--- src/sv/jfe_pkg.sv ---
// Shared types and constants for the JPEG frame extractor.
// Used by every module of the block; no dependencies of its own.
`default_nettype none

package jfe_pkg;

    localparam int COUNT_BITS_DEFAULT  = 24;
    localparam int QUEUE_DEPTH_DEFAULT = 4;

    localparam int CHUNK_BITS   = 24;
    localparam int MOVIE_BITS   = 32;
    localparam int CAPTURE_BITS = 16;

    localparam logic [7:0] MARKER_PREFIX = 8'hFF;
    localparam logic [7:0] MARKER_SOI    = 8'hD8;
    localparam logic [7:0] MARKER_EOI    = 8'hD9;

    localparam logic [CHUNK_BITS-1:0] CHUNK_MAX = {CHUNK_BITS{1'b1}};

    // What the back part must emit for one queued item.
    typedef enum logic [1:0] {
        MODE_NONE  = 2'd0,  // no data byte, summary only
        MODE_DATA  = 2'd1,  // one byte passed through
        MODE_START = 2'd2   // start marker: FF then D8
    } mode_t;

    typedef struct packed {
        logic [7:0] fifo_byte;
        mode_t      mode;
        logic       last;
    } entry_t;

    typedef enum logic {
        KIND_DATA    = 1'b0,
        KIND_SUMMARY = 1'b1
    } kind_t;

    // Tag AVI1; the index is the kept count minus two, modulo four.
    function automatic logic [7:0] avi_tag_byte(input logic [1:0] idx);
        logic [7:0] b;
        case (idx)
            2'd0:    b = 8'h41;
            2'd1:    b = 8'h56;
            2'd2:    b = 8'h49;
            default: b = 8'h31;
        endcase
        return b;
    endfunction

endpackage

`default_nettype wire

--- src/sv/jpeg_frame_extractor.sv ---
// JPEG frame extractor: one FIFO byte in per cycle unless stalled, kept bytes and summaries out.
// Throughput: one byte accepted per cycle unless the queue is full (in_stall).
// The back part emits one item per cycle while the output is not stalled, so a start
// marker (two bytes) or a capture end (summary) adds an item there.
// Reset (rst_n, asynchronous): counters, frame state and queue clear, tagging enabled.
`default_nettype none

module jpeg_frame_extractor #(
    parameter int COUNT_BITS  = jfe_pkg::COUNT_BITS_DEFAULT,
    parameter int QUEUE_DEPTH = jfe_pkg::QUEUE_DEPTH_DEFAULT
) (
    input  wire logic                               clk,
    input  wire logic                               rst_n,
    input  wire logic                               cfg_write_en,
    input  wire logic                               cfg_write_data,
    input  wire logic                               in_valid,
    output logic                                    in_stall,
    input  wire logic [7:0]                         fifo_byte,
    input  wire logic                               capture_end,
    output logic                                    out_valid,
    input  wire logic                               out_stall,
    output logic                                    item_kind,
    output logic [7:0]                              data_byte,
    output logic [jfe_pkg::CHUNK_BITS-1:0]          chunk_bytes,
    output logic                                    pad_bytes,
    output logic [jfe_pkg::MOVIE_BITS-1:0]          movie_bytes,
    output logic [jfe_pkg::CAPTURE_BITS-1:0]        capture_count,
    output logic                                    last_result
);
    import jfe_pkg::*;

    // The tag enable is the only configuration register; it resets to enabled.
    logic   avi_tag_enable_reg;
    logic   push, pop, queue_full, queue_not_empty;
    entry_t push_entry, head;

    always_ff @(posedge clk or negedge rst_n)
    begin
        if (!rst_n)
        begin
            avi_tag_enable_reg <= 1'b1;
        end
        else if (cfg_write_en)
        begin
            avi_tag_enable_reg <= cfg_write_data;
        end
    end

    // The front part follows the marker bytes and frame state. Bytes that
    // produce nothing are dropped here and never reach the queue.
    jfe_front u_front (
        .clk         (clk),
        .rst_n       (rst_n),
        .in_valid    (in_valid),
        .in_stall    (in_stall),
        .fifo_byte   (fifo_byte),
        .capture_end (capture_end),
        .queue_full  (queue_full),
        .push        (push),
        .push_entry  (push_entry)
    );

    // The queue lets the front keep taking bytes while the back part spends
    // extra cycles on start markers and summaries or waits on a stalled output.
    jfe_queue #(
        .DEPTH (QUEUE_DEPTH)
    ) u_queue (
        .clk        (clk),
        .rst_n      (rst_n),
        .push       (push),
        .push_entry (push_entry),
        .pop        (pop),
        .head       (head),
        .not_empty  (queue_not_empty),
        .full       (queue_full)
    );

    // The back part owns the counters, applies the AVI1 tag and holds the
    // output register, emitting one item per cycle while the output is not stalled.
    jfe_back #(
        .COUNT_BITS (COUNT_BITS)
    ) u_back (
        .clk            (clk),
        .rst_n          (rst_n),
        .avi_tag_enable (avi_tag_enable_reg),
        .head           (head),
        .head_valid     (queue_not_empty),
        .pop            (pop),
        .out_valid      (out_valid),
        .out_stall      (out_stall),
        .item_kind      (item_kind),
        .data_byte      (data_byte),
        .chunk_bytes    (chunk_bytes),
        .pad_bytes      (pad_bytes),
        .movie_bytes    (movie_bytes),
        .capture_count  (capture_count),
        .last_result    (last_result)
    );

endmodule

`default_nettype wire

--- src/sv/jfe_front.sv ---
// Front part: accepts FIFO bytes, tracks markers and frame state, and
// queues the work for each byte that produces results. Uses jfe_pkg.
`default_nettype none

module jfe_front (
    input  wire logic            clk,
    input  wire logic            rst_n,
    input  wire logic            in_valid,
    output logic                 in_stall,
    input  wire logic [7:0]      fifo_byte,
    input  wire logic            capture_end,
    input  wire logic            queue_full,
    output logic                 push,
    output jfe_pkg::entry_t      push_entry
);
    import jfe_pkg::*;

    logic [7:0] prev_reg, prev_next;
    logic       inside_reg, inside_next;
    logic       accept;
    mode_t      mode;

    assign in_stall = queue_full;
    assign accept   = in_valid && !queue_full;

    always_comb
    begin
        mode        = MODE_NONE;
        inside_next = inside_reg;
        if (inside_reg)
        begin
            mode = MODE_DATA;
            if (prev_reg == MARKER_PREFIX && fifo_byte == MARKER_EOI)
            begin
                inside_next = 1'b0;
            end
        end
        else if (prev_reg == MARKER_PREFIX && fifo_byte == MARKER_SOI)
        begin
            mode        = MODE_START;
            inside_next = 1'b1;
        end
        prev_next = capture_end ? 8'h00 : fifo_byte;
    end

    assign push                 = accept && (mode != MODE_NONE || capture_end);
    assign push_entry.fifo_byte = fifo_byte;
    assign push_entry.mode      = mode;
    assign push_entry.last      = capture_end;

    always_ff @(posedge clk or negedge rst_n)
    begin
        if (!rst_n)
        begin
            prev_reg   <= 8'h00;
            inside_reg <= 1'b0;
        end
        else if (accept)
        begin
            prev_reg   <= prev_next;
            inside_reg <= inside_next;
        end
    end

endmodule

`default_nettype wire

--- src/sv/jfe_queue.sv ---
// Short queue of work entries between the front and back parts.
// Uses jfe_pkg for the entry type.
`default_nettype none

module jfe_queue #(
    parameter int DEPTH = jfe_pkg::QUEUE_DEPTH_DEFAULT
) (
    input  wire logic            clk,
    input  wire logic            rst_n,
    input  wire logic            push,
    input  wire jfe_pkg::entry_t push_entry,
    input  wire logic            pop,
    output jfe_pkg::entry_t      head,
    output logic                 not_empty,
    output logic                 full
);
    import jfe_pkg::*;

    localparam int PTR_BITS = (DEPTH > 1) ? $clog2(DEPTH) : 1;
    localparam int CNT_BITS = $clog2(DEPTH + 1);
    localparam logic [PTR_BITS-1:0] LAST_PTR = PTR_BITS'(DEPTH - 1);

    entry_t              slots_reg [DEPTH];
    logic [PTR_BITS-1:0] wr_reg, wr_next, rd_reg, rd_next;
    logic [CNT_BITS-1:0] cnt_reg, cnt_next;
    logic                do_push, do_pop;

    assign full      = (cnt_reg == CNT_BITS'(DEPTH));
    assign not_empty = (cnt_reg != '0);
    assign head      = slots_reg[rd_reg];
    assign do_push   = push && !full;
    assign do_pop    = pop && not_empty;

    always_comb
    begin
        wr_next  = wr_reg;
        rd_next  = rd_reg;
        cnt_next = cnt_reg;
        if (do_push)
        begin
            wr_next = (wr_reg == LAST_PTR) ? '0 : wr_reg + 1'b1;
        end
        if (do_pop)
        begin
            rd_next = (rd_reg == LAST_PTR) ? '0 : rd_reg + 1'b1;
        end
        if (do_push && !do_pop)
        begin
            cnt_next = cnt_reg + 1'b1;
        end
        else if (do_pop && !do_push)
        begin
            cnt_next = cnt_reg - 1'b1;
        end
    end

    always_ff @(posedge clk or negedge rst_n)
    begin
        if (!rst_n)
        begin
            wr_reg  <= '0;
            rd_reg  <= '0;
            cnt_reg <= '0;
        end
        else
        begin
            wr_reg  <= wr_next;
            rd_reg  <= rd_next;
            cnt_reg <= cnt_next;
        end
    end

    always_ff @(posedge clk)
    begin
        if (do_push)
        begin
            slots_reg[wr_reg] <= push_entry;
        end
    end

endmodule

`default_nettype wire

--- src/sv/jfe_back.sv ---
// Back part: expands queued entries into data and summary items, keeps the
// byte and capture counters and holds the output register. Uses jfe_pkg.
`default_nettype none

module jfe_back #(
    parameter int COUNT_BITS = jfe_pkg::COUNT_BITS_DEFAULT
) (
    input  wire logic                               clk,
    input  wire logic                               rst_n,
    input  wire logic                               avi_tag_enable,
    input  wire jfe_pkg::entry_t                    head,
    input  wire logic                               head_valid,
    output logic                                    pop,
    output logic                                    out_valid,
    input  wire logic                               out_stall,
    output logic                                    item_kind,
    output logic [7:0]                              data_byte,
    output logic [jfe_pkg::CHUNK_BITS-1:0]          chunk_bytes,
    output logic                                    pad_bytes,
    output logic [jfe_pkg::MOVIE_BITS-1:0]          movie_bytes,
    output logic [jfe_pkg::CAPTURE_BITS-1:0]        capture_count,
    output logic                                    last_result
);
    import jfe_pkg::*;

    logic [COUNT_BITS-1:0]   kept_reg, kept_next;
    logic [MOVIE_BITS-1:0]   movie_reg, movie_next;
    logic [CAPTURE_BITS-1:0] caps_reg, caps_next;
    logic [1:0]              phase_reg, phase_next;
    logic                    valid_reg, valid_next;

    kind_t                   kind_reg, kind_next;
    logic [7:0]              byte_reg, byte_next;
    logic [CHUNK_BITS-1:0]   chunk_reg, chunk_next;
    logic                    pad_reg, pad_next;
    logic [MOVIE_BITS-1:0]   omovie_reg, omovie_next;
    logic [CAPTURE_BITS-1:0] ocaps_reg, ocaps_next;
    logic                    olast_reg, olast_next;

    logic [1:0]              n_data;
    logic                    load, is_summary, final_result, tag_hit;
    logic [7:0]              raw_byte;
    logic [MOVIE_BITS-1:0]   kept_ext;

    assign load     = head_valid && (!valid_reg || !out_stall);
    assign kept_ext = MOVIE_BITS'(kept_reg);
    assign tag_hit  = avi_tag_enable && kept_reg >= COUNT_BITS'(2)
                      && kept_reg <= COUNT_BITS'(5);

    always_comb
    begin
        case (head.mode)
            MODE_DATA:  n_data = 2'd1;
            MODE_START: n_data = 2'd2;
            default:    n_data = 2'd0;
        endcase
        case (head.mode)
            MODE_START: raw_byte = phase_reg[0] ? MARKER_SOI : MARKER_PREFIX;
            default:    raw_byte = head.fifo_byte;
        endcase
        is_summary   = (phase_reg == n_data);
        final_result = is_summary || (phase_reg == n_data - 2'd1 && !head.last);
    end

    always_comb
    begin
        kept_next   = kept_reg;
        movie_next  = movie_reg;
        caps_next   = caps_reg;
        phase_next  = phase_reg;
        kind_next   = kind_reg;
        byte_next   = byte_reg;
        chunk_next  = chunk_reg;
        pad_next    = pad_reg;
        omovie_next = omovie_reg;
        ocaps_next  = ocaps_reg;
        olast_next  = olast_reg;
        valid_next  = valid_reg && out_stall;
        if (load)
        begin
            valid_next = 1'b1;
            olast_next = final_result;
            phase_next = final_result ? 2'd0 : phase_reg + 2'd1;
            if (is_summary)
            begin
                movie_next  = movie_reg + kept_ext;
                caps_next   = caps_reg + 1'b1;
                kept_next   = '0;
                kind_next   = KIND_SUMMARY;
                byte_next   = 8'h00;
                chunk_next  = (kept_ext > MOVIE_BITS'(CHUNK_MAX)) ? CHUNK_MAX
                                                                  : kept_ext[CHUNK_BITS-1:0];
                pad_next    = kept_reg[0];
                omovie_next = movie_reg + kept_ext;
                ocaps_next  = caps_reg + 1'b1;
            end
            else
            begin
                if (kept_reg != '1)
                begin
                    kept_next = kept_reg + 1'b1;
                end
                kind_next   = KIND_DATA;
                byte_next   = tag_hit ? avi_tag_byte(kept_reg[1:0] ^ 2'b10) : raw_byte;
                chunk_next  = '0;
                pad_next    = 1'b0;
                omovie_next = '0;
                ocaps_next  = '0;
            end
        end
    end

    assign pop = load && final_result;

    always_ff @(posedge clk or negedge rst_n)
    begin
        if (!rst_n)
        begin
            kept_reg  <= '0;
            movie_reg <= '0;
            caps_reg  <= '0;
            phase_reg <= 2'd0;
            valid_reg <= 1'b0;
        end
        else
        begin
            kept_reg  <= kept_next;
            movie_reg <= movie_next;
            caps_reg  <= caps_next;
            phase_reg <= phase_next;
            valid_reg <= valid_next;
        end
    end

    always_ff @(posedge clk)
    begin
        kind_reg   <= kind_next;
        byte_reg   <= byte_next;
        chunk_reg  <= chunk_next;
        pad_reg    <= pad_next;
        omovie_reg <= omovie_next;
        ocaps_reg  <= ocaps_next;
        olast_reg  <= olast_next;
    end

    assign out_valid     = valid_reg;
    assign item_kind     = kind_reg;
    assign data_byte     = byte_reg;
    assign chunk_bytes   = chunk_reg;
    assign pad_bytes     = pad_reg;
    assign movie_bytes   = omovie_reg;
    assign capture_count = ocaps_reg;
    assign last_result   = olast_reg;

endmodule

`default_nettype wire
--- config.mk ---
export PLATFORM = sky130hd
export DESIGN_NAME = jpeg_frame_extractor
export DESIGN_NICKNAME = d
export VERILOG_FILES = /design/src/sv/jfe_pkg.sv /design/src/sv/jpeg_frame_extractor.sv /design/src/sv/jfe_front.sv /design/src/sv/jfe_queue.sv /design/src/sv/jfe_back.sv
export SDC_FILE = /design/constraint.sdc
export NUM_CORES = 1
export LEC_CHECK = 0
export BUFFER_PORTS_ARGS = -buffer_cell sky130_fd_sc_hd__buf_2
export CAP_MARGIN = 5
export CORE_AREA = 8 8 198 200
export DETAILED_ROUTE_END_ITERATION = 12
export DIE_AREA = 0 0 206 208
export GPL_ROUTABILITY_DRIVEN = 0
export GPL_TIMING_DRIVEN = 0
export PLACE_DENSITY_LB_ADDON = 0.08
export REMOVE_ABC_BUFFERS = 1
export SYNTH_ARGS = -nofsm -noshare
export SYNTH_HDL_FRONTEND = slang
export SYNTH_SLANG_ARGS = --single-unit
--- constraint.sdc ---
create_clock -name clk -period 5.23 [get_ports clk]
set_clock_uncertainty 0.15 [all_clocks]
set_input_delay 0.2615 -clock clk [delete_from_list [all_inputs] [get_ports clk]]
set_output_delay 0.2615 -clock clk [all_outputs]
set_load 0.005 [all_outputs]
**Word-level counts from Yosys, hierarchy flattened**

Memories as Yosys holds them, arrays and structs flattened.
Index checks and enable logic that the tools add are counted.
Widths: inputs -> output; s select.

- Shift operators: 0
- Mux-type cells: 23
- Bitwise logic cells: 1
- $add $sub $neg: 9
- Reduce and logical (&&, ||, !) cells: 30
- Divide/modulo/power cells: 0
- $lt $le $gt $ge: 3
- Equality and inequality tests: 13
- Multiply operators: 0

Operators by type and width:

| cell | count |
|---|---|
| $mux 24 | 3 |
| $add 32x24->32 | 1 |
| $add 24x1->24 const B | 1 |
| $eq 8x8->1 const B | 3 |
| $ge 24x2->1 const B | 1 |
| $gt 24x24->1 const B | 1 |
| $le 24x3->1 const B | 1 |
| $mux 8 | 3 |
| $ne 24x24->1 const B | 1 |
| $pmux 7 s3 | 1 |
| $add 16x1->16 const B | 1 |
| $logic_and 1x1->1 | 14 |
| $mux 2 | 5 |
| $eq 2x2->1 const B | 4 |
| $mux 1 | 7 |
| $add 2x1->2 const B | 3 |
| $logic_not 1->1 | 6 |
| $mux 3 | 2 |
| $mux 6 | 1 |
| $reduce_bool 2->1 | 3 |
| $eq 2x1->1 const B | 2 |
| $eq 2x2->1 | 2 |
| $pmux 2 s2 | 1 |
| $reduce_and 2->1 | 2 |
| other kinds (8) | 10 |

- Latch bits: 0
- Word-level logic and storage cells: 98
- Bits in writable memories: 44
- Memories kept: 1
- Bits of input ports: 15
- ROM bits: 0
- Register bits: 175
- Output and inout bits: 85

Memories:

| name | words | width | rd ports | clocked after Yosys merged registers in | wr ports | line | text |
|---|---|---|---|---|---|---|---|
| u_queue.slots_reg | 4 | 11 | 1 | 0 | 1 | jfe_queue.sv:23 | `entry_t slots_reg [DEPTH];` |

**Longest topological paths before layout**

Gate-level depths: netlist (run 1).

- Depth after elaboration: 12
- Gate-level depth with buffers: 15
- Depth with buffers taken out: 13

**Modules after synthesis**

Synthesis (run 1) repeated with hierarchy kept, for this count alone.

- Cells, all modules: 967
- Area, all modules: 10999.3 sq um

Modules (own cells, without submodules):

| module | times used | cells an instance | seq. area each (sq um) | area an instance (sq um) |
|---|---|---|---|---|
| jfe_back | 1 | 813 | 4369.2 | 8345.5 |
| jfe_queue | 1 | 94 | 1496.4 | 2089.5 |
| jfe_front | 1 | 58 | 225.2 | 523.0 |
| jpeg_frame_extractor | 1 | 2 | 26.3 | 41.3 |

**Least setup slack after synthesis (run 1)**

OpenSTA, ideal clock, no wires.

- Kind: flip-flop to flip-flop
- Start: reg u_queue.cnt_reg[0]
- End: reg u_queue.cnt_reg[2]
- Buffers on the path: 1
- Library setup time: 0.079 ns
- Arrival time: 4.289 ns
- Data required time: 5.001 ns
- Clock period less this slack: 4.519 ns
- Slack: 0.711 ns
- Stages on the path, launching flop included: 12
- Cell sequence: dfrtp_1 > nor3_1 > nand2b_1 > buf_2 > clkinv_1 > nand2_1 > ha_1 > inv_1 > fa_1 > xor2_1 > nor2_1 > xor2_1

- Elaborated cells on any way between the ends: 18
- Classes of those cells: add/sub (2); eq/ne (1); mux (2); reduce/logical (13)

RTL lines:

| what | line | text |
|---|---|---|
| start: declaration | jfe_queue.sv:25 | `logic [CNT_BITS-1:0] cnt_reg, cnt_next;` |
| start signal: assignment | jfe_queue.sv:69 | `cnt_reg <= cnt_next;` |
| $reduce_bool 3->1 (*) | jfe_queue.sv:29 | `assign not_empty = (cnt_reg != '0);` |
| $logic_and 1x1->1 (*) | jfe_back.sv:45 | `assign load = head_valid && (!valid_reg \|\| !out_stall);` |
| named net u_back.load | jfe_back.sv:41 | `logic load, is_summary, final_result, tag_hit;` |
| $logic_and 1x1->1 (*) | jfe_back.sv:113 | `assign pop = load && final_result;` |
| $logic_and 1x1->1 (*) | jfe_queue.sv:32 | `assign do_pop = pop && not_empty;` |
| $logic_not 1->1 | jfe_queue.sv:47 | `if (do_push && !do_pop)` |
| $logic_and 1x1->1 | jfe_queue.sv:47 |  |
| $mux 3 / $reduce_bool 2->1 (equally long branches) | n/a |  |

Mark *: on every way through the listed nets, which the timed path passes. The rest lies on a longest branch. The select of a mux whose other input is x is not followed.
A chain may end at the register's enable or synchronous reset.

**Worst setup path in the final report (run 1)**

- Start: reg u_queue.rd_reg[0]
- End: reg u_queue.cnt_reg[1]

- Word-level cells in the longest chain between the ends: 12
- Elaborated cells on any way between the ends: 17
- Classes of those cells: add/sub (1); eq/ne (4); mux (2); reduce/logical (9); memory (1)

Ends and longest elaborated chain:

| what | line | text |
|---|---|---|
| start: declaration | jfe_queue.sv:24 | `logic [PTR_BITS-1:0] wr_reg, wr_next, rd_reg, rd_next;` |
| start signal: assignment | jfe_queue.sv:68 | `rd_reg <= rd_next;` |
| $mem_v2 4x11 (*) | n/a |  |
| $eq 2x2->1 / $eq 2x1->1 (equally long branches) | jfe_back.sv:52 | `case (head.mode)` |
| $pmux 2 s2 | jfe_back.sv:52 |  |
| $sub 2x1->2 | jfe_back.sv:62 | `final_result = is_summary \|\| (phase_reg == n_data - 2'd1 && !head.last);` |
| $eq 2x2->1 | jfe_back.sv:62 |  |
| $logic_and 1x1->1 | jfe_back.sv:62 |  |
| $logic_or 1x1->1 (*) | jfe_back.sv:62 |  |
| named net u_back.final_result | jfe_back.sv:41 |  |
| $logic_and 1x1->1 (*) | jfe_back.sv:113 |  |
| $logic_and 1x1->1 (*) | jfe_queue.sv:32 |  |
| $logic_not 1->1 (*) | jfe_queue.sv:47 |  |
| $logic_and 1x1->1 (*) | jfe_queue.sv:47 |  |
| $mux 3 (*) | jfe_queue.sv:47 |  |
| named net u_queue.cnt_next[1] | jfe_queue.sv:25 |  |

Mark *: on every way through the listed nets, which the timed path passes. The rest lies on a longest branch.

==> results of run 1 <==
[metrics by stage]
| step | power (uW) | std cells |
|---|---|---|
| after floorplan | 3630 | 898 |
| after global placement | 4520 | 1465 |
| after detailed placement | 4580 | 1469 |
| after CTS | 6540 | 1531 |
| after global routing | 6850 | 1531 |
| final | 6400 | 1531 |
[cell type report]
class | count | share of cell area
inverters | 31 | 0.00981
well taps | 468 | 0.0459
flip-flops and latches | 219 | 0.480
clock inverters | 17 | 0.0162
repair buffers | 117 | 0.0558
multi-input cells | 648 | 0.340
clock buffers | 31 | 0.0533
[cells by family (layout without fill, tap and decap cells)]
| kind of cell | Yosys count | count (layout) | share of synthesized area |
|---|---|---|---|
| adders and majority gates | 40 | 40 | 0.0482 |
| buffers and inverters | 70 | 196 | 0.0289 |
| AOI/OAI and AO/OA | 180 | 180 | 0.111 |
| xor gates and xnor gates | 68 | 68 | 0.0556 |
| muxes | 19 | 19 | 0.0312 |
| and+or+nand+nor | 341 | 341 | 0.154 |
| DFF | 219 | 219 | 0.571 |
[cell usage in the layout, fill, tap and decap left out, drive strengths merged, types with 4 or more instances in the layout]
master,count
nand2,96
a21oi,45
nor4,7
o21ai,51
dlygate4sd3,14
a211oi,9
nor3,34
xor2,32
nand3,28
clkinv,11
bufinv,4
inv,30
a221oi,4
dfrtp,91
xnor2,36
o211ai,7
ha,38
and3,33
nand4,20
clkbuf,31
o31ai,15
a21o,9
mux4,11
o2111ai,4
edfxtp,127
and4,5
nand2b,9
buf,103
a31oi,5
nor2,86
mux2,5
o21a,9
or3,9
and2,7
[layer usage]
layer	track usage	routed length [um]	up-vias
li1	-	-	3666
met1	0.181	13500	3610
met2	0.207	12800	114
met3	0.0219	1110	34
met4	0.0328	510	0
met5	0	0	-
[critical path, delay by kind of cell, from the launching register on]
kind	cells	cell delay [ps]
adder cells (fa/ha/maj)	3	1050
AND/OR/NAND/NOR	2	650
XOR/XNOR	1	610
AO/OA/AOI/OAI	1	350
flip-flops	1	860
multiplexers	2	870
buffers and inverters	1	70
[path summary, 6_finish.rpt]
kind / start / endpoint / slack [ps]
worst max-delay path: u_queue.rd_reg[0] / u_queue.cnt_reg[1] / 500
worst min-delay path: rst_n / u_back.out_valid / 80
worst max register to register: u_queue.rd_reg[0] / u_queue.cnt_reg[1] / 500
worst min register to register: u_back.movie_reg[31] / u_back.movie_reg[31] / 330
max in group asynchronous: rst_n / avi_tag_enable_reg / 4100
min in group clk: out_stall / u_back.out_valid / 310
[report_power, final]
group | switching [uW] | total [uW] | internal, uW
combinational | 1310 | 1980 | 674
clock | 753 | 1880 | 1130
sequential | 235 | 2540 | 2300
total | 2300 | 6400 | 4110
[timing repair]
| action | in CTS | in global routing |
|---|---|---|
| pin swaps | 0 | 0 |
| gates resized for setup | 2 | 1 |
| hold buffers | 14 | 0 |
| hold endpoints to repair | 77 | 0 |
| setup endpoints to repair | 33 | 32 |
| setup buffers | 0 | 0 |
==> implementation parameters, run 1 <==
Parameter                              Value

Synth
  Number of storage elements in the synthesis netlist    219
  Top cells by area in the synthesized netlist    sky130_fd_sc_hd__edfxtp_1 (36%), sky130_fd_sc_hd__dfrtp_1 (21%), sky130_fd_sc_hd__ha_1 (4.4%)
  Avg Cell Area, Syn    11.4 sq um
  Most numerous cell in the Yosys netlist    sky130_fd_sc_hd__edfxtp_1
  Most instantiated cells after synthesis    sky130_fd_sc_hd__edfxtp_1 (127), sky130_fd_sc_hd__nand2_1 (96), sky130_fd_sc_hd__dfrtp_1 (91)
  Post-synth EDFFs    127
  Sequential share of the synthesized area    0.571
  Synth Flop Type    sky130_fd_sc_hd__edfxtp_1
  Async S/R FF share, synth    0.420
  Warnings, synthesis    0
  Top cell type by total area after synthesis    sky130_fd_sc_hd__edfxtp_1
  Post-synthesis cell area    0.0107 sq mm
  Unique cell type count in the Yosys netlist    71
  Synthesized netlist cell count    937
  Area fraction of the dominant cell type after synthesis    0.356

GRT
  Wire length of the first global-routing pass    44500 um
  Maximum number of pins on one net before global-route repair    93
  Vias in the first global route    7665
  Global route overflow    0
  Total track usage    0.130
  Initial antenna violation count    0

Detailed routing
  Remaining antenna violation count after routing    0
  Remaining DRCs    0
  Per-cell via count in the routed design    4.85
  Drt wl/cell    18.2 um
  Number of optimization iterations in the first detailed-route pass    4
  Routed Wire Length    27900 um
  1st-iter DRT viols    344
  Overall via count from detail_route    7424

Setup path
  Data arrival at the endpoint of the critical path    5020 ps
  Endpoint class of the critical path    register
  Category of the critical setup timing path    reg -> reg
  Reg2Reg Depth    10
  Critical Path Source Type    register
  Most frequent cell on the critical path    sky130_fd_sc_hd__ha_1
  Cells traversed along the worst timing path    mux4_2, ha_1, xnor2_4, nand2_8, o31ai_1, nand2_1, ha_1, inv_1, fa_1, mux2_2
  Crit path required time    5520 ps
  Biggest cell delay along the critical path    860 ps
  Biggest fanout along the worst timing path    60
  Slowest stage cell, crit path    sky130_fd_sc_hd__dfrtp_1

Timing
  Setup-failing EPs final    0
  Min Clock Period, post-route    4730 ps
  Slew of the pin with the lowest slew margin    1290 ps
  Final cycle utilization of the critical path    0.905
  Post-route worst setup slack    497 ps
  Max-slew violations    0
  Total negative slack    0 ps
  Max Clock Freq    0.211 GHz
  Tightest slew margin relative to the limit    0.142
  Setup repair after global routing missed its margin    no
  Hold Worst Slack    76.0 ps
  Final Hold Viols    0

Final layout
  Fillers    3650
  Post-route core utilization    0.354
  Number of flip-flops in the largest register    44
  Final instance area    0.0128 sq mm
  Sequential Area    0.00612 sq mm
  Area growth from synthesis to layout    19.2%
  Layout cells sized above 1    0.172
  Footprint of the multi-input gates    0.00433 sq mm
  Number of diodes    0
  Fin nets    1098

Clocking
  Clock Tree Buf Depth    3
  Skew-Pair Late Insertion Delay    550 ps
  CTS tree    built
  Clock sinks    219
  Number of H-tree levels    1
  Post-CTS clock slew at the launch and capture registers of the worst setup and hold paths    60 ps
  Number of buffers created by CTS    26
  Master cell of the clock root buffer    sky130_fd_sc_hd__clkbuf_16

Floorplan
  Die X    206 um
  Site Rows    70
  Die area    0.0428 sq mm
  Starting utilization of the core area    0.297
  Boundary Pins    100
  Standard cell core area    0.0361 sq mm
  Vert. Die Dim    208 um

Place
  Number of buffers inserted by port buffering    99
  HPWL Detailed    18800 um
  Setup slack after placement    -293 ps
  Instance area after placement    0.0117 sq mm

Power and ir drop
  Leakage component of the power    0.00515 uW
  Pwr dens    502 mW/mm^2
  IR drop worst, VDD    0.242 mV

Job
  Number of violations of the max-capacitance limit    0

Worst hold path
  Class of the most critical hold timing path    in -> async

Run status
  Run status    complete, no violations
Note: power is estimated with default switching activity, not from simulation.
==> run 2, diff against run 1 <==
Settings changed: CORE_AREA 8 8 198 200 to 8 8 160 162, DIE_AREA 0 0 206 208 to 0 0 168 170, RECOVER_POWER set to 25.
==> implementation parameters, run 2 (synthesis results as in run 1) <==
Parameter                              Value

Floorplan
  Die X    168 um
  Vert. Die Dim    170 um
  Site Rows    56
  Boundary Pins    100
  Starting utilization of the core area    0.464
  Die area    0.0286 sq mm
  Standard cell core area    0.0231 sq mm

Final layout
  Fillers    2004
  Area growth from synthesis to layout    16.2%
  Layout cells sized above 1    0.162
  Most common cell after layout, fill and taps aside    sky130_fd_sc_hd__edfxtp_1
  Fin nets    1098
  Number of flip-flops in the largest register    44
  Number of diodes    0
  Most frequent cells in the layout    sky130_fd_sc_hd__edfxtp_1 (127), sky130_fd_sc_hd__nand2_1 (94), sky130_fd_sc_hd__buf_2 (90), sky130_fd_sc_hd__dfrtp_1 (90), sky130_fd_sc_hd__nor2_1 (85)
  Final instance area    0.0124 sq mm

Worst hold path
  Number of stages on the worst hold path    1
  Class of the most critical hold timing path    reg -> reg
  Worst hold start    u_back.movie_reg[31]
  Hold-critical path endpoint    u_back.movie_reg[31]

Clocking
  Number of H-tree levels    1
  Skew-Pair Late Insertion Delay    520 ps
  Clock Tree Buf Depth    3
  CTS tree    built
  Post-CTS clock slew at the launch and capture registers of the worst setup and hold paths    60 ps
  Number of buffers added for setup after CTS    0
  Number of buffers created by CTS    24
  Clock sinks    219
  Master cell of the clock root buffer    sky130_fd_sc_hd__clkbuf_16

Run status
  Violated checks    capacitance limit, slew limit
  Run status    complete, but fails checks

GRT
  Initial antenna violation count    0
  Global route overflow    0
  Grt met2 use    0.275
  Layer with the highest usage    met2
  Met1 routing resource usage after global routing    0.244
  Met3 track demand over resource in global routing    0.0292
  Vias in the first global route    7478
  Total track usage    0.173
  Wire length of the first global-routing pass    40300 um
  Maximum number of pins on one net before global-route repair    93

Detailed routing
  Per-cell via count in the routed design    5.51
  Routed Wire Length    24300 um
  Number of optimization iterations in the first detailed-route pass    5
  Overall via count from detail_route    7446
  Drt wl/cell    18.0 um
  Remaining antenna violation count after routing    0
  1st-iter DRT viols    429
  Remaining DRCs    0

Timing
  Setup repair after global routing missed its margin    no
  Setup-failing EPs final    0
  Final cycle utilization of the critical path    0.919
  Tightest slew margin relative to the limit    -0.468
  Min Clock Period, post-route    4810 ps
  Total negative slack    0 ps
  Hold Worst Slack    324 ps
  Max-slew violations    38
  Final Hold Viols    0
  Max Clock Freq    0.208 GHz
  Slew of the pin with the lowest slew margin    2200 ps

Setup path
  Category of the critical setup timing path    reg -> reg
  Endpoint class of the critical path    register
  Reg2Reg Depth    10
  Worst R2R Start    u_queue.rd_reg[0]
  Biggest fanout along the worst timing path    40
  Reg2Reg Setup Slack    420 ps
  Crit path required time    5520 ps
  End of the worst register-to-register path    u_back.movie_reg[26]
  Critical Path Source Type    register
  Data arrival at the endpoint of the critical path    5100 ps

Power and ir drop
  Final Total Pwr    6220 uW
  Leakage component of the power    0.00509 uW
  IR drop worst, VDD    0.391 mV
  Pwr dens    500 mW/mm^2

Place
  Number of buffers inserted by port buffering    99
  Instance area after placement    0.0115 sq mm
  HPWL Detailed    16400 um

Job
  Number of violations of the max-capacitance limit    2
run 2: cell types whose count changed in the layout (fill, tap and decap cells not counted), sizes merged:
| cell | before | now |
|---|---|---|
| clkinv | 11 | 8 |
| bufinv | 4 | 3 |
| clkbuf | 31 | 42 |
| buf | 103 | 94 |
run 2: power by group:
group	total, uW	internal (uW)	switching, uW
clock	1730	1040	691
combinational	1960	709	1250
sequential	2530	2300	225
total	6220	4050	2170
run 2: per-layer routing:
layer	share of wire	routed length [um]	vias up
li1	-	-	3658
met1	0.48	11800	3608
met2	0.45	10900	146
met3	0.049	1190	34
met4	0.017	416	0
met5	0	0	-
run 2: cell type report:
cell class	count	area, sq um	share of cell area
clock buffers	31	657	0.0528
clock inverters	13	158	0.0127
inverters	31	121	0.00976
multi-input cells	648	4310	0.347
flip-flops and latches	219	6120	0.492
well taps	290	363	0.0292
repair buffers	119	711	0.0571
run 2: worst max path at each step:
stage,from,to,slack [ps],depth (start not counted)
floorplan,u_queue.rd_reg[0],u_back.movie_reg[28],-370,8
global placement,u_queue.rd_reg[0],u_back.movie_reg[30],-4070,8
detailed placement,u_queue.rd_reg[0],u_back.movie_reg[28],-140,10
CTS,u_queue.rd_reg[0],u_back.movie_reg[26],130,10
global route,u_queue.rd_reg[0],u_back.movie_reg[26],120,10
finish,u_queue.rd_reg[0],u_back.movie_reg[26],420,10
run 2: critical path, cell delays in order, from the launching register on:
cell and delay (ps):
sky130_fd_sc_hd__dfrtp_2 640, sky130_fd_sc_hd__mux4_2 600, sky130_fd_sc_hd__ha_1 270, sky130_fd_sc_hd__xnor2_2 620, sky130_fd_sc_hd__nand2_4 510, sky130_fd_sc_hd__buf_16 310
sky130_fd_sc_hd__inv_1 440, sky130_fd_sc_hd__nand2_2 390, sky130_fd_sc_hd__buf_12 300, sky130_fd_sc_hd__a211oi_1 270, sky130_fd_sc_hd__xor2_1 170
run 2: through the flow:
step / instances / worst slack [ps] / util
6_report: 1351 / 421 / 0.540
5_1_grt: 1351 / 117 / 0.540
4_1_cts: 1350 / 128 / 0.541
3_5_place_dp: 1292 / -141 / 0.499
3_3_place_gp: 1287 / -4070 / 0.493
2_1_floorplan: 898 / -365 / -
run 2: repair_timing:
action,in CTS,in global routing
gates resized for setup,1,1
pin swaps,0,0
hold buffers,14,0
setup endpoints to repair,12,12
endpoints found under the hold margin,83,0
==> run 3, diff against run 2 <==
Settings changed: PLACE_DENSITY_LB_ADDON 0.08 to 0.12.
==> implementation parameters, run 3 (synthesis results as in run 1) <==
Parameter                              Value

Place
  HPWL Detailed    16300 um
  Number of buffers inserted by port buffering    99
  Setup slack after placement    37.4 ps

Timing
  Final cycle utilization of the critical path    0.923
  Setup-failing EPs final    0
  Post-route worst setup slack    401 ps
  Tightest slew margin relative to the limit    -0.427
  Hold Worst Slack    325 ps
  Min Clock Period, post-route    4830 ps
  Max-slew violations    37
  Slew of the pin with the lowest slew margin    2140 ps
  Setup repair after global routing missed its margin    no
  Max Clock Freq    0.207 GHz
  Total negative slack    0 ps
  Final Hold Viols    0

Final layout
  Fin nets    1098
  Area growth from synthesis to layout    16.1%
  Number of diodes    0
  Layout cells sized above 1    0.166
  Most frequent cells in the layout    sky130_fd_sc_hd__edfxtp_1 (127), sky130_fd_sc_hd__nand2_1 (94), sky130_fd_sc_hd__buf_2 (90), sky130_fd_sc_hd__dfrtp_1 (90), sky130_fd_sc_hd__nor2_1 (85)
  Most common cell after layout, fill and taps aside    sky130_fd_sc_hd__edfxtp_1
  Post-route core utilization    0.539
  Number of flip-flops in the largest register    44
  Fillers    2015

Power and ir drop
  Clock power frac    0.276
  Leakage component of the power    0.00509 uW
  Reported net switching power    2170 uW
  Total internal power    4000 uW
  Combinational share of power    0.313
  IR drop worst, VDD    0.507 mV
  Final Total Pwr    6170 uW
  Sw frac    0.351
  Register share of total power    0.411
  Pwr dens    496 mW/mm^2

Clocking
  Post-CTS clock slew at the launch and capture registers of the worst setup and hold paths    60 ps
  CTS tree    built
  Number of buffers added for setup after CTS    0
  Clock Tree Buf Depth    3
  Skew-Pair Late Insertion Delay    520 ps
  Number of buffers created by CTS    24
  Clock sinks    219
  Number of H-tree levels    1
  Master cell of the clock root buffer    sky130_fd_sc_hd__clkbuf_16

Detailed routing
  Remaining DRCs    0
  Number of optimization iterations in the first detailed-route pass    5
  1st-iter DRT viols    448
  Overall via count from detail_route    7384
  Per-cell via count in the routed design    5.47
  Routed Wire Length    24000 um
  Drt wl/cell    17.8 um
  Remaining antenna violation count after routing    0

GRT
  Wire length of the first global-routing pass    39500 um
  Initial antenna violation count    0
  Vias in the first global route    7389
  Total track usage    0.170
  Global route overflow    0
  Maximum number of pins on one net before global-route repair    93

Setup path
  Biggest fanout along the worst timing path    43
  Crit path required time    5520 ps
  Data arrival at the endpoint of the critical path    5120 ps
  Category of the critical setup timing path    reg -> reg
  Endpoint class of the critical path    register
  Critical Path Source Type    register

Run status
  Run status    complete, but fails checks
  Violated checks    capacitance limit, slew limit

Floorplan
  Starting utilization of the core area    0.464
  Standard cell core area    0.0231 sq mm
  Die area    0.0286 sq mm
  Vert. Die Dim    170 um
  Die X    168 um
  Site Rows    56
  Boundary Pins    100

Job
  Number of violations of the max-capacitance limit    1

Worst hold path
  Class of the most critical hold timing path    reg -> reg
[run 3: cell types whose count changed in the layout (fill, tap and decap cells not counted), sizes merged]
cell	delta
clkinv	+3
clkbuf	-3
inv	+1
bufinv	-1
[run 3: path summary, 6_finish.rpt]
path	start	depth (start not counted)	endpoint	slack [ps]
max in group asynchronous	rst_n	3	u_queue.rd_reg[0]	1710
min in group asynchronous	rst_n	2	u_back.movie_reg[9]	760
min reg2reg	u_back.movie_reg[31]	1	u_back.movie_reg[31]	320
max	u_queue.rd_reg[0]	10	u_back.movie_reg[30]	400
max reg2reg	u_queue.rd_reg[0]	10	u_back.movie_reg[30]	400
min	u_back.movie_reg[31]	1	u_back.movie_reg[31]	320
[run 3: area by class of cell]
class	instances	area [sq um]	share of cell area
Sequential cell	219	6120	0.492
Multi-Input combinational cell	648	4320	0.347
Timing Repair Buffer	119	699	0.0563
Clock buffer	28	657	0.0528
Tap cell	290	363	0.0292
Clock inverter	16	153	0.0123
Inverter	31	121	0.00976
[run 3: metal layers]
| metal | share of wire | vias up | global-route usage |
|---|---|---|---|
| li1 | - | 3657 | - |
| met1 | 0.49 | 3558 | 0.241 |
| met2 | 0.45 | 135 | 0.268 |
| met3 | 0.048 | 34 | 0.0273 |
| met4 | 0.017 | 0 | 0.0415 |
| met5 | 0 | - | 0 |
[run 3: power by group through the flow]
stage	clock, uW	sequential [uW]	combinational (uW)
final	1700	2540	1930
after global routing	1810	2580	2150
after CTS	1750	2540	1960
after detailed placement	0	2570	1940
after global placement	0	2580	1800
after floorplan	0	2550	1080
[run 3: timing repair]
item / 4_1_cts / 5_1_grt
hold endpoints to repair: 82 / 0
resized for setup: 0 / 2
hold buffers: 14 / 0
setup endpoints to repair: 0 / 25
[run 3: critical path: stages, from the launching register on]
cell,delay [ps]
sky130_fd_sc_hd__dfrtp_2,630
sky130_fd_sc_hd__mux4_2,600
sky130_fd_sc_hd__ha_1,270
sky130_fd_sc_hd__xnor2_2,530
sky130_fd_sc_hd__nand2_2,450
sky130_fd_sc_hd__buf_12,320
sky130_fd_sc_hd__inv_1,510
sky130_fd_sc_hd__nand2_2,470
sky130_fd_sc_hd__buf_12,320
sky130_fd_sc_hd__a211oi_1,290
sky130_fd_sc_hd__xnor2_1,160
[run 3: metrics by stage]
stage / instances / instance area [sq um]
floorplan: 898 / 10500
global placement: 1287 / 11400
detailed placement: 1292 / 11500
CTS: 1350 / 12400
global route: 1351 / 12400
finish: 1351 / 12400
